$ cat src/spix_pkg.sv
// Shared widths, constants and types for the spiral index to point unit.
package spix_pkg;

  localparam int INDEX_BITS = 20;
  localparam int COORD_W    = 11;
  localparam int CELLS      = (INDEX_BITS + 1) / 2;
  localparam int SQ_W       = 2 * CELLS;
  localparam int ROOT_W     = CELLS;
  localparam int REM_W      = CELLS + 1;
  localparam int CALC_W     = (CELLS + 3 > COORD_W) ? CELLS + 3 : COORD_W;

  typedef struct packed {
    logic            valid;
    logic [SQ_W-1:0] rem;
    logic [SQ_W-1:0] res;
  } chain_word_t;

  function automatic logic [SQ_W-1:0] cell_bit(input int k);
    logic [SQ_W-1:0] b;
    b = '0;
    b[SQ_W - 2 - 2 * k] = 1'b1;
    return b;
  endfunction

endpackage

$ cat src/spix_cell.sv
// One digit step of the square root chain, registered.
module spix_cell (
  input  logic                    clk,
  input  logic                    rst,
  input  logic [spix_pkg::SQ_W-1:0] bit_w,
  input  spix_pkg::chain_word_t   prev,
  output spix_pkg::chain_word_t   cur
);
  import spix_pkg::*;

  logic [SQ_W:0]   trial;
  logic            take;
  logic [SQ_W-1:0] rem_next;
  logic [SQ_W-1:0] res_next;

  always_comb begin
    trial = {1'b0, prev.res} + {1'b0, bit_w};
    take  = {1'b0, prev.rem} >= trial;
    if (take) begin
      rem_next = prev.rem - trial[SQ_W-1:0];
      res_next = (prev.res >> 1) + bit_w;
    end else begin
      rem_next = prev.rem;
      res_next = prev.res >> 1;
    end
  end

  always_ff @(posedge clk) begin
    if (rst) begin
      cur.valid <= 1'b0;
    end else begin
      cur.valid <= prev.valid;
    end
    cur.rem <= rem_next;
    cur.res <= res_next;
  end

endmodule

$ cat src/spix_map.sv
// Ring edge mapping from root and remainder, with hold and output registers.
module spix_map (
  input  logic                             clk,
  input  logic                             rst,
  input  spix_pkg::chain_word_t            tail,
  output logic                             busy,
  output logic                             out_valid,
  input  logic                             out_stall,
  output logic signed [spix_pkg::COORD_W-1:0] coord_x,
  output logic signed [spix_pkg::COORD_W-1:0] coord_z
);
  import spix_pkg::*;

  logic              pend_valid;
  logic [ROOT_W-1:0] pend_root;
  logic [REM_W-1:0]  pend_rem;
  logic              move;

  logic signed [CALC_W-1:0] r_ext;
  logic signed [CALC_W-1:0] rem_ext;
  logic signed [CALC_W-1:0] rr;
  logic signed [CALC_W-1:0] d;
  logic signed [CALC_W-1:0] h;
  logic signed [CALC_W-1:0] x_calc;
  logic signed [CALC_W-1:0] z_calc;
  logic                     up;

  assign move = pend_valid && (!out_valid || !out_stall);
  assign busy = pend_valid;

  always_comb begin
    r_ext   = CALC_W'(pend_root);
    rem_ext = CALC_W'(pend_rem);
    up      = rem_ext > r_ext;
    rr      = up ? r_ext + CALC_W'(1) : r_ext;
    d       = up ? rem_ext - ((r_ext <<< 1) + CALC_W'(1)) : rem_ext;
    if (!rr[0]) begin
      h = rr >>> 1;
      if (!up) begin
        x_calc = h;
        z_calc = d - h;
      end else begin
        x_calc = d + h;
        z_calc = -h;
      end
    end else begin
      h = (rr + CALC_W'(1)) >>> 1;
      if (!up) begin
        x_calc = -h;
        z_calc = h - CALC_W'(1) - d;
      end else begin
        x_calc = -h - d;
        z_calc = h - CALC_W'(1);
      end
    end
  end

  always_ff @(posedge clk) begin
    if (rst) begin
      pend_valid <= 1'b0;
      out_valid  <= 1'b0;
    end else begin
      if (tail.valid) begin
        pend_valid <= 1'b1;
      end else if (move) begin
        pend_valid <= 1'b0;
      end
      if (move) begin
        out_valid <= 1'b1;
      end else if (!out_stall) begin
        out_valid <= 1'b0;
      end
    end
    if (tail.valid) begin
      pend_root <= tail.res[ROOT_W-1:0];
      pend_rem  <= tail.rem[REM_W-1:0];
    end
    if (move) begin
      coord_x <= x_calc[COORD_W-1:0];
      coord_z <= z_calc[COORD_W-1:0];
    end
  end

  a_pend_drains: assert property (@(posedge clk) disable iff (rst)
    pend_valid && !out_valid |=> !pend_valid)
    else $error("pending word not moved to free output");

  a_tail_loads: assert property (@(posedge clk) disable iff (rst)
    tail.valid |=> pend_valid)
    else $error("chain word lost");

  a_no_overrun: assert property (@(posedge clk) disable iff (rst)
    tail.valid |-> !pend_valid)
    else $error("chain word arrived while pending word held");

endmodule

$ cat src/spiral_index_to_point_unit.sv
// Top level: square spiral index to grid point, square root cell chain and mapping.
// An accepted index passes the ten root cells, then the hold register and the output
// register when the output is free. One index is in the chain or the hold register at
// a time; the next index enters only once the hold register has passed its word on.
// A waiting result does not block the next index from entering the chain.
// Reset (rst, synchronous, active high) empties the chain and the output.
module spiral_index_to_point_unit (
  input  logic                                clk,
  input  logic                                rst,
  input  logic                                in_valid,
  output logic                                in_stall,
  input  logic [spix_pkg::INDEX_BITS-1:0]     spiral_index,
  output logic                                out_valid,
  input  logic                                out_stall,
  output logic signed [spix_pkg::COORD_W-1:0] coord_x,
  output logic signed [spix_pkg::COORD_W-1:0] coord_z
);
  import spix_pkg::*;

  chain_word_t head;
  chain_word_t chain [CELLS];
  logic [CELLS-1:0] chain_valid;
  logic             map_busy;
  logic             accept;

  assign accept     = in_valid && !in_stall;
  assign head.valid = accept;
  assign head.rem   = SQ_W'(spiral_index);
  assign head.res   = '0;

  for (genvar k = 0; k < CELLS; k++) begin : g_cell
    localparam logic [SQ_W-1:0] BitK = cell_bit(k);
    if (k == 0) begin : g_first
      spix_cell u_cell (
        .clk  (clk),
        .rst  (rst),
        .bit_w(BitK),
        .prev (head),
        .cur  (chain[k])
      );
    end else begin : g_rest
      spix_cell u_cell (
        .clk  (clk),
        .rst  (rst),
        .bit_w(BitK),
        .prev (chain[k-1]),
        .cur  (chain[k])
      );
    end
    assign chain_valid[k] = chain[k].valid;
  end

  spix_map u_map (
    .clk      (clk),
    .rst      (rst),
    .tail     (chain[CELLS-1]),
    .busy     (map_busy),
    .out_valid(out_valid),
    .out_stall(out_stall),
    .coord_x  (coord_x),
    .coord_z  (coord_z)
  );

  assign in_stall = (|chain_valid) || map_busy;

  a_single_word: assert property (@(posedge clk) disable iff (rst)
    $onehot0({chain_valid, map_busy}))
    else $error("more than one word in flight");

  a_enter_chain: assert property (@(posedge clk) disable iff (rst)
    accept |=> chain_valid[0])
    else $error("accepted word missing from first cell");

  a_chain_advance: assert property (@(posedge clk) disable iff (rst)
    chain_valid[CELLS-1] |=> map_busy && in_stall)
    else $error("word left chain without being held");

endmodule

$ cat config.mk
export PLATFORM = sky130hd
export DESIGN_NAME = spiral_index_to_point_unit
export DESIGN_NICKNAME = d
export VERILOG_FILES = /design/src/spix_pkg.sv /design/src/spix_cell.sv /design/src/spix_map.sv /design/src/spiral_index_to_point_unit.sv
export SDC_FILE = /design/constraint.sdc
export NUM_CORES = 1
export LEC_CHECK = 0
export ABC_AREA = 1
export BUFFER_PORTS_ARGS = -buffer_cell sky130_fd_sc_hd__buf_2
export CORE_MARGIN = 1.5
export CORE_UTILIZATION = 38
export CTS_BUF_LIST = sky130_fd_sc_hd__clkbuf_4 sky130_fd_sc_hd__clkbuf_8
export CTS_CLUSTER_DIAMETER = 200
export DETAILED_ROUTE_END_ITERATION = 7
export PLACE_DENSITY = 0.62
export RECOVER_POWER = 25
export SYNTH_ARGS = -nofsm -noshare
export SYNTH_HDL_FRONTEND = slang
export SYNTH_SLANG_ARGS = --single-unit
$ cat constraint.sdc
create_clock -name clk -period 10.6 [get_ports clk]
set_input_delay 1.59 -clock clk [delete_from_list [all_inputs] [get_ports clk]]
set_output_delay 1.59 -clock clk [all_outputs]
set_load 0.02 [all_outputs]
# Word-level counts from Yosys, hierarchy flattened
# Cells that the tools add are included.
# W data, S select, Z words.
[word_totals]
ram_bits = 0
latch_bits = 0
ff_bits = 436
mem_count = 0
output_inout_bits = 24
romBits = 0
[op_classes]
bitwise_logic = 0
multipliers = 0
add_sub_neg = 39
magnitude_cmp = 11
n_eq_ne = 1
reduce_logical = 9
n_div = 0
n_shift = 0
mux = 32
[ops]
columns = ["op", "n"]
rows = [
  ["$ge A20 B21 Y1", 9],
  ["$mux W20", 9],
  ["$mux W19", 9],
  ["$sub A20 B20 Y20", 8],
  ["$mux W11", 9],
  ["$sub A11 B11 Y11", 5],
  ["$neg A11 Y11", 2],
  ["$add A20 B1 Y21 const B", 1],
  ["$add A20 B11 Y21 const B", 1],
  ["$add A20 B13 Y21 const B", 1],
  ["$add A20 B15 Y21 const B", 1],
  ["$add A20 B17 Y21 const B", 1],
  ["$add A20 B3 Y21 const B", 1],
  ["$add A20 B5 Y21 const B", 1],
  ["$add A20 B7 Y21 const B", 1],
  ["$add A20 B9 Y21 const B", 1],
  ["$add A19 B11 Y20 const B", 1],
  ["$add A19 B13 Y20 const B", 1],
  ["$add A19 B15 Y20 const B", 1],
  ["$add A19 B17 Y20 const B", 1],
  ["$add A19 B3 Y20 const B", 1],
  ["$add A19 B5 Y20 const B", 1],
  ["$add A19 B7 Y20 const B", 1],
  ["$add A19 B9 Y20 const B", 1],
  ["17 further kinds", 24],
]

# Longest topological paths before layout
[logic_depth]
depth_word = 7
ltp_mapped = 39

# Cells and area by module
# A second synthesis with hierarchy kept.
[unflattened]
hier_cells = 8876
hier_area_um2 = 54192.0
[by_module_without_submodules]
columns = ["module", "instances", "area_per_inst_um2", "cells_each", "seq_area_each_um2"]
rows = [
  ["spix_cell (g_cell[0].g_first.u_cell ...)", 7, 4807.1, 795, 820.8],
  ["spix_map", 1, 5345.1, 722, 1331.3],
  ["spix_cell (g_cell[9].g_rest.u_cell)", 1, 5183.7, 892, 820.8],
  ["spix_cell (g_cell[8].g_rest.u_cell)", 1, 5139.9, 886, 820.8],
  ["spix_cell (g_cell[2].g_rest.u_cell)", 1, 4807.1, 796, 820.8],
  ["spiral_index_to_point_unit", 1, 66.3, 15, 0.0],
]

# Worst setup path before layout
# Ideal clock, no wire load.
[synth_timing]
path_type = "register to register"
start = "register u_map.pend_root[2]"
end = "register u_map.coord_x[10] in the netlist's numbering (data pin)"
setup_slack_ps = 5582
stages_incl_launch_ff = 35
arrival_time_ps = 4765
period_less_slack_ps = 5018
n_path_buf = 2
cell_sequence = "edfxtp_1 -> inv_1 -> ha_1 -> a21oi_1 -> nand2_1 -> nand2_1 -> nand3_4 -> nand2_4 -> nand2_1 -> nand2_1 -> clkbuf_1 -> inv_1 -> clkbuf_1 -> ha_1 -> inv_1 -> ha_1 -> or2_0 -> nand2_1 -> inv_1 -> ha_1 -> nand2_1 -> o21ai_0 -> nand2_1 -> nand2_1 -> nand2_1 -> nand2_1 -> a21o_1 -> a21oi_1 -> or2_2 -> nand2_1 -> a21oi_1 -> nand3_1 -> nand3_1 -> nand2_1 -> nand2_1"
[synth_via]
elab_chain_len = 7
elab_cells_between_ends = 13
cone_classes = "add/sub (7); order compare (1); mux (5)"
[synth_lines]
columns = ["item", "line", "rtl"]
rows = [
  ["start: declaration", "spix_map.sv:15", "logic [ROOT_W-1:0] pend_root;"],
  ["start signal: assignment", "spix_map.sv:75", "pend_root <= tail.res[ROOT_W-1:0];"],
  ["$add A10 B1 Y11 or $gt A11 B10 Y1 (tied branches)", "spix_map.sv:35, spix_map.sv:34", ""],
  ["$mux W11", "spix_map.sv:35", "rr = up ? r_ext + CALC_W'(1) : r_ext;"],
  ["$add A12 B2 Y12", "spix_map.sv:47", "h = (rr + CALC_W'(1)) >>> 1;"],
  ["$neg A11 Y11", "spix_map.sv:49, spix_map.sv:52", ""],
  ["$sub A11 B11 Y11", "spix_map.sv:52", "x_calc = -h - d;"],
  ["$mux W11", "spix_map.sv:48", "if (!up) begin"],
  ["$mux W11 (*)", "spix_map.sv:37", "if (!rr[0]) begin"],
  ["via u_map.x_calc[10]", "spix_map.sv:24", "logic signed [CALC_W-1:0] x_calc;"],
  ["end signal: assignment", "spix_map.sv:79", "coord_x <= x_calc[COORD_W-1:0];"],
  ["end: declaration", "spix_map.sv:9", "output logic signed [spix_pkg::COORD_W-1:0] coord_x,"],
]
# Mark *: on every way through the listed nets, which the timed path passes. The rest lies on a longest branch.
# A chain may end at the register's enable or synchronous reset.

# Worst setup path after layout
[layout_timing]
start = "register u_map.pend_root[0]"
end = "register u_map.coord_x[9] in the netlist's numbering (data pin)"
# The elaborated chain is that of the path after synthesis.

==> reports/results.ini <==
[route]
ant_nets=0
via_count=11100
wl_per_cell_um=14.0
vias_per_cell=4.78
drt_pre_antenna_iters=4
first_iter_violations=454
route.detailed.drc=0
wl_um=32700

[yosys]
synthCells=1702
avgSynthCellArea_sq_um=8.56
yosysUniqueCellTypes=61
ys.flop_type=dfxtp_1
synth_nets=1859
async_flop_share_pct=0
ys_seq_elements=301
yosys_warnings=0
synth_seq_area_share_pct=44.3
synth_edf_count=43
syn_area_sq_mm=0.0146

[worst_setup_path]
worstSetupStartpointType=register
rr_startpoint=u_map.pend_root[0]
critPathMaxStageDelay_ns=0.74
crit_top_cell=nand2_1
r2r_slack_ns=3.38
arrival_ns=7.58
end_kind=register
ff2ff_path_depth=29
critPathMaxFanout=57
r2r-end=u_map.coord_x[9]
cp_slowest_cell=nand2_1
worstPathRequired_ns=10.96
worst-setup-path-type=register to register

[timing]
rsz0062_at_grt=false
relSlewSlack_pct=22.7
max_freq_mhz=139
worstMarginPinSlew_ns=1.16
worst_clock_skew_ns=0.0355
finalSetupViolations=0
hold-worst-slack_ns=0.333
fin_crit_sh_pct=68.1
finalSetupTns_ns=0
layout_setup_ws_ns=3.38
min_period_ns=7.22
maxSlewViolCount=0
final_hold_viol_count=0

[floorplanning]
die-height_um=199
die_x_um=199
ios=48
start_util_pct=38.7
core_sq_mm=0.0377
design.die.area_sq_mm=0.0395
rows=71

[pwr]
p_per_area_mw_per_mm2=234
power_mw=3.89
cellLeakagePower_nw=7.87
vdd_drop_max_uv=151

[worst_hold_path]
hp-class=register to register
min_to=g_cell[6].g_rest.u_cell.cur[23]
hold_start=g_cell[5].g_rest.u_cell.cur[23]
hold-path-cell-count=0

[global_route]
antenna_found_initial=0
grt_max_degree=58
met1_usage_pct=19.4
grt_pass1_wl_um=53800
use_met3_pct=2.78
gr-total-overflow=0
use_met2_pct=31.9
grt.total_usage_pct=17.2
first_global_vias=11100
top_usage_layer=met2

[clock_tree]
cts_tree=yes
cts.sinks=301
cts_resized=0
clk_path_buf_depth=3
path_clk_slew_ns=0.06
numCtsBuffers=49
cts-root-buf=clkbuf_8
cts.hold.buffers_added=0
worst_skew_pair.late_latency_ns=0.62
post_cts_buffers=0
htreeDepth=2

[place]
dpl.hpwl_um=25400
placed_area_sq_mm=0.0154
place_ws_ns=3.47
gp_congestion=0.926
numPortBuffers=47

[layout]
final_cell_area_sq_mm=0.0166
diodes=0
syn2layout_area_growth_pct=14.3
layout.nets=1937
fill_cells=3743
drive_above_1_share_pct=11.2

[run_status]
status=complete, no violations

[run]
cap_violations=0

where the power goes:
part | leakage, nW | internal [mW] | switching [mW]
Sequential | 2.55 | 1.42 | 0.156
Combinational | 4.66 | 0.428 | 0.602
Clock | 0.664 | 0.799 | 0.482
per-layer routing:
metal | part of all wire, % | vias to the layer above
met5 | 0 | -
met4 | 3.2 | 0
met3 | 3.8 | 65
met2 | 51 | 199
met1 | 42 | 5110
li1 | - | 5766
placed cells by master, fill, tap and decap left out, types with 10 or more instances in the layout:
cell type / count
nor4_1: 26
xor2_1: 78
dfxtp_1: 258
nor3_1: 31
clkbuf_8: 62
buf_2: 47
o21ai_0: 104
inv_1: 238
a21oi_1: 122
nand3_1: 62
nor2_1: 109
nand4_1: 14
nand2_1: 288
bufinv_16: 10
o21ai_1: 12
edfxtp_1: 43
nand2_2: 14
xnor2_1: 39
ha_1: 128
through the flow:
| stage | util [%] | cells |
|---|---|---|
| 6_report | 44.2 | 2331 |
| 5_1_grt | 44.2 | 2331 |
| 4_1_cts | 44.2 | 2331 |
| 3_5_place_dp | 40.8 | 2240 |
| 3_3_place_gp | 40.8 | 2240 |
| 2_1_floorplan | - | 1702 |
worst max-delay path, delay by kind of cell (launching register included):
| kind | cells | cell delay (ns) |
|---|---|---|
| compound gates | 7 | 1.17 |
| fa+ha+maj | 4 | 1.45 |
| buf+inv | 3 | 0.57 |
| flops | 1 | 0.62 |
| simple gates | 15 | 3.14 |
state kept, by name, summed over array words and instances (netlist names):
name,flops
u_map.busy,1
u_map.coord_x,11
u_map.pend_rem,11
g_cell.g_first.u_cell.cur,22
u_map.coord_z,11
u_map.pend_root,10
u_map.out_valid,1
g_cell.g_rest.u_cell.cur,234
Yosys cell counts, drive strengths merged (7+ instances only):
| library cell | number | area share [%] |
|---|---|---|
| nor2 | 120 | 3.4 |
| clkbuf | 18 | 0.46 |
| nor3 | 33 | 1.2 |
| dfxtp | 258 | 35 |
| or2 | 8 | 0.34 |
| ha | 128 | 11 |
| xnor2 | 40 | 2.5 |
| o221ai | 7 | 0.42 |
| o21ai | 118 | 4.1 |
| a21oi | 123 | 4.3 |
| inv | 248 | 6.4 |
| edfxtp | 43 | 8.9 |
| xor2 | 80 | 4.9 |
| nand2 | 308 | 8.6 |
| nand4 | 15 | 0.69 |
| o21bai | 7 | 0.36 |
| nor4 | 26 | 1.1 |
| nand3 | 67 | 2.5 |
worst max path at each step:
| stage | from | end | slack [ns] | depth (start not counted) |
|---|---|---|---|---|
| 3_3_place_gp | u_map.pend_root[0] | u_map.coord_x[9] | 3.66 | 29 |
| 5_1_grt | u_map.pend_root[2] | u_map.coord_x[9] | 2.87 | 31 |
| 3_5_place_dp | u_map.pend_root[0] | u_map.coord_x[9] | 3.47 | 29 |
| 2_1_floorplan | u_map.pend_root[2] | u_map.coord_x[10] | 5.58 | 34 |
| 4_1_cts | u_map.pend_root[0] | u_map.coord_x[9] | 3.42 | 29 |
| 6_report | u_map.pend_root[0] | u_map.coord_x[9] | 3.38 | 29 |
final cells by class:
class	instances	area, sq um	area share, %
clock inverter	23	387	2.32
tap	511	639	3.84
multi-input combinational	1130	7070	42.5
sequential	301	6460	38.8
clock buffer	68	898	5.40
timing repair buffer	50	258	1.55
inverter	248	936	5.62
cell families after synthesis:
logic type                 after synthesis  share of synthesized area [%]
adders and majority gates              133                           11.7
xor gates and xnor gates               120                           7.37
buffers and inverters                  271                           7.17
DFF                                    301                           44.3
and+or+nand+nor                        584                           18.3
AOI/OAI and AO/OA                      293                           11.1
Note: power is estimated with default switching activity, not from simulation.
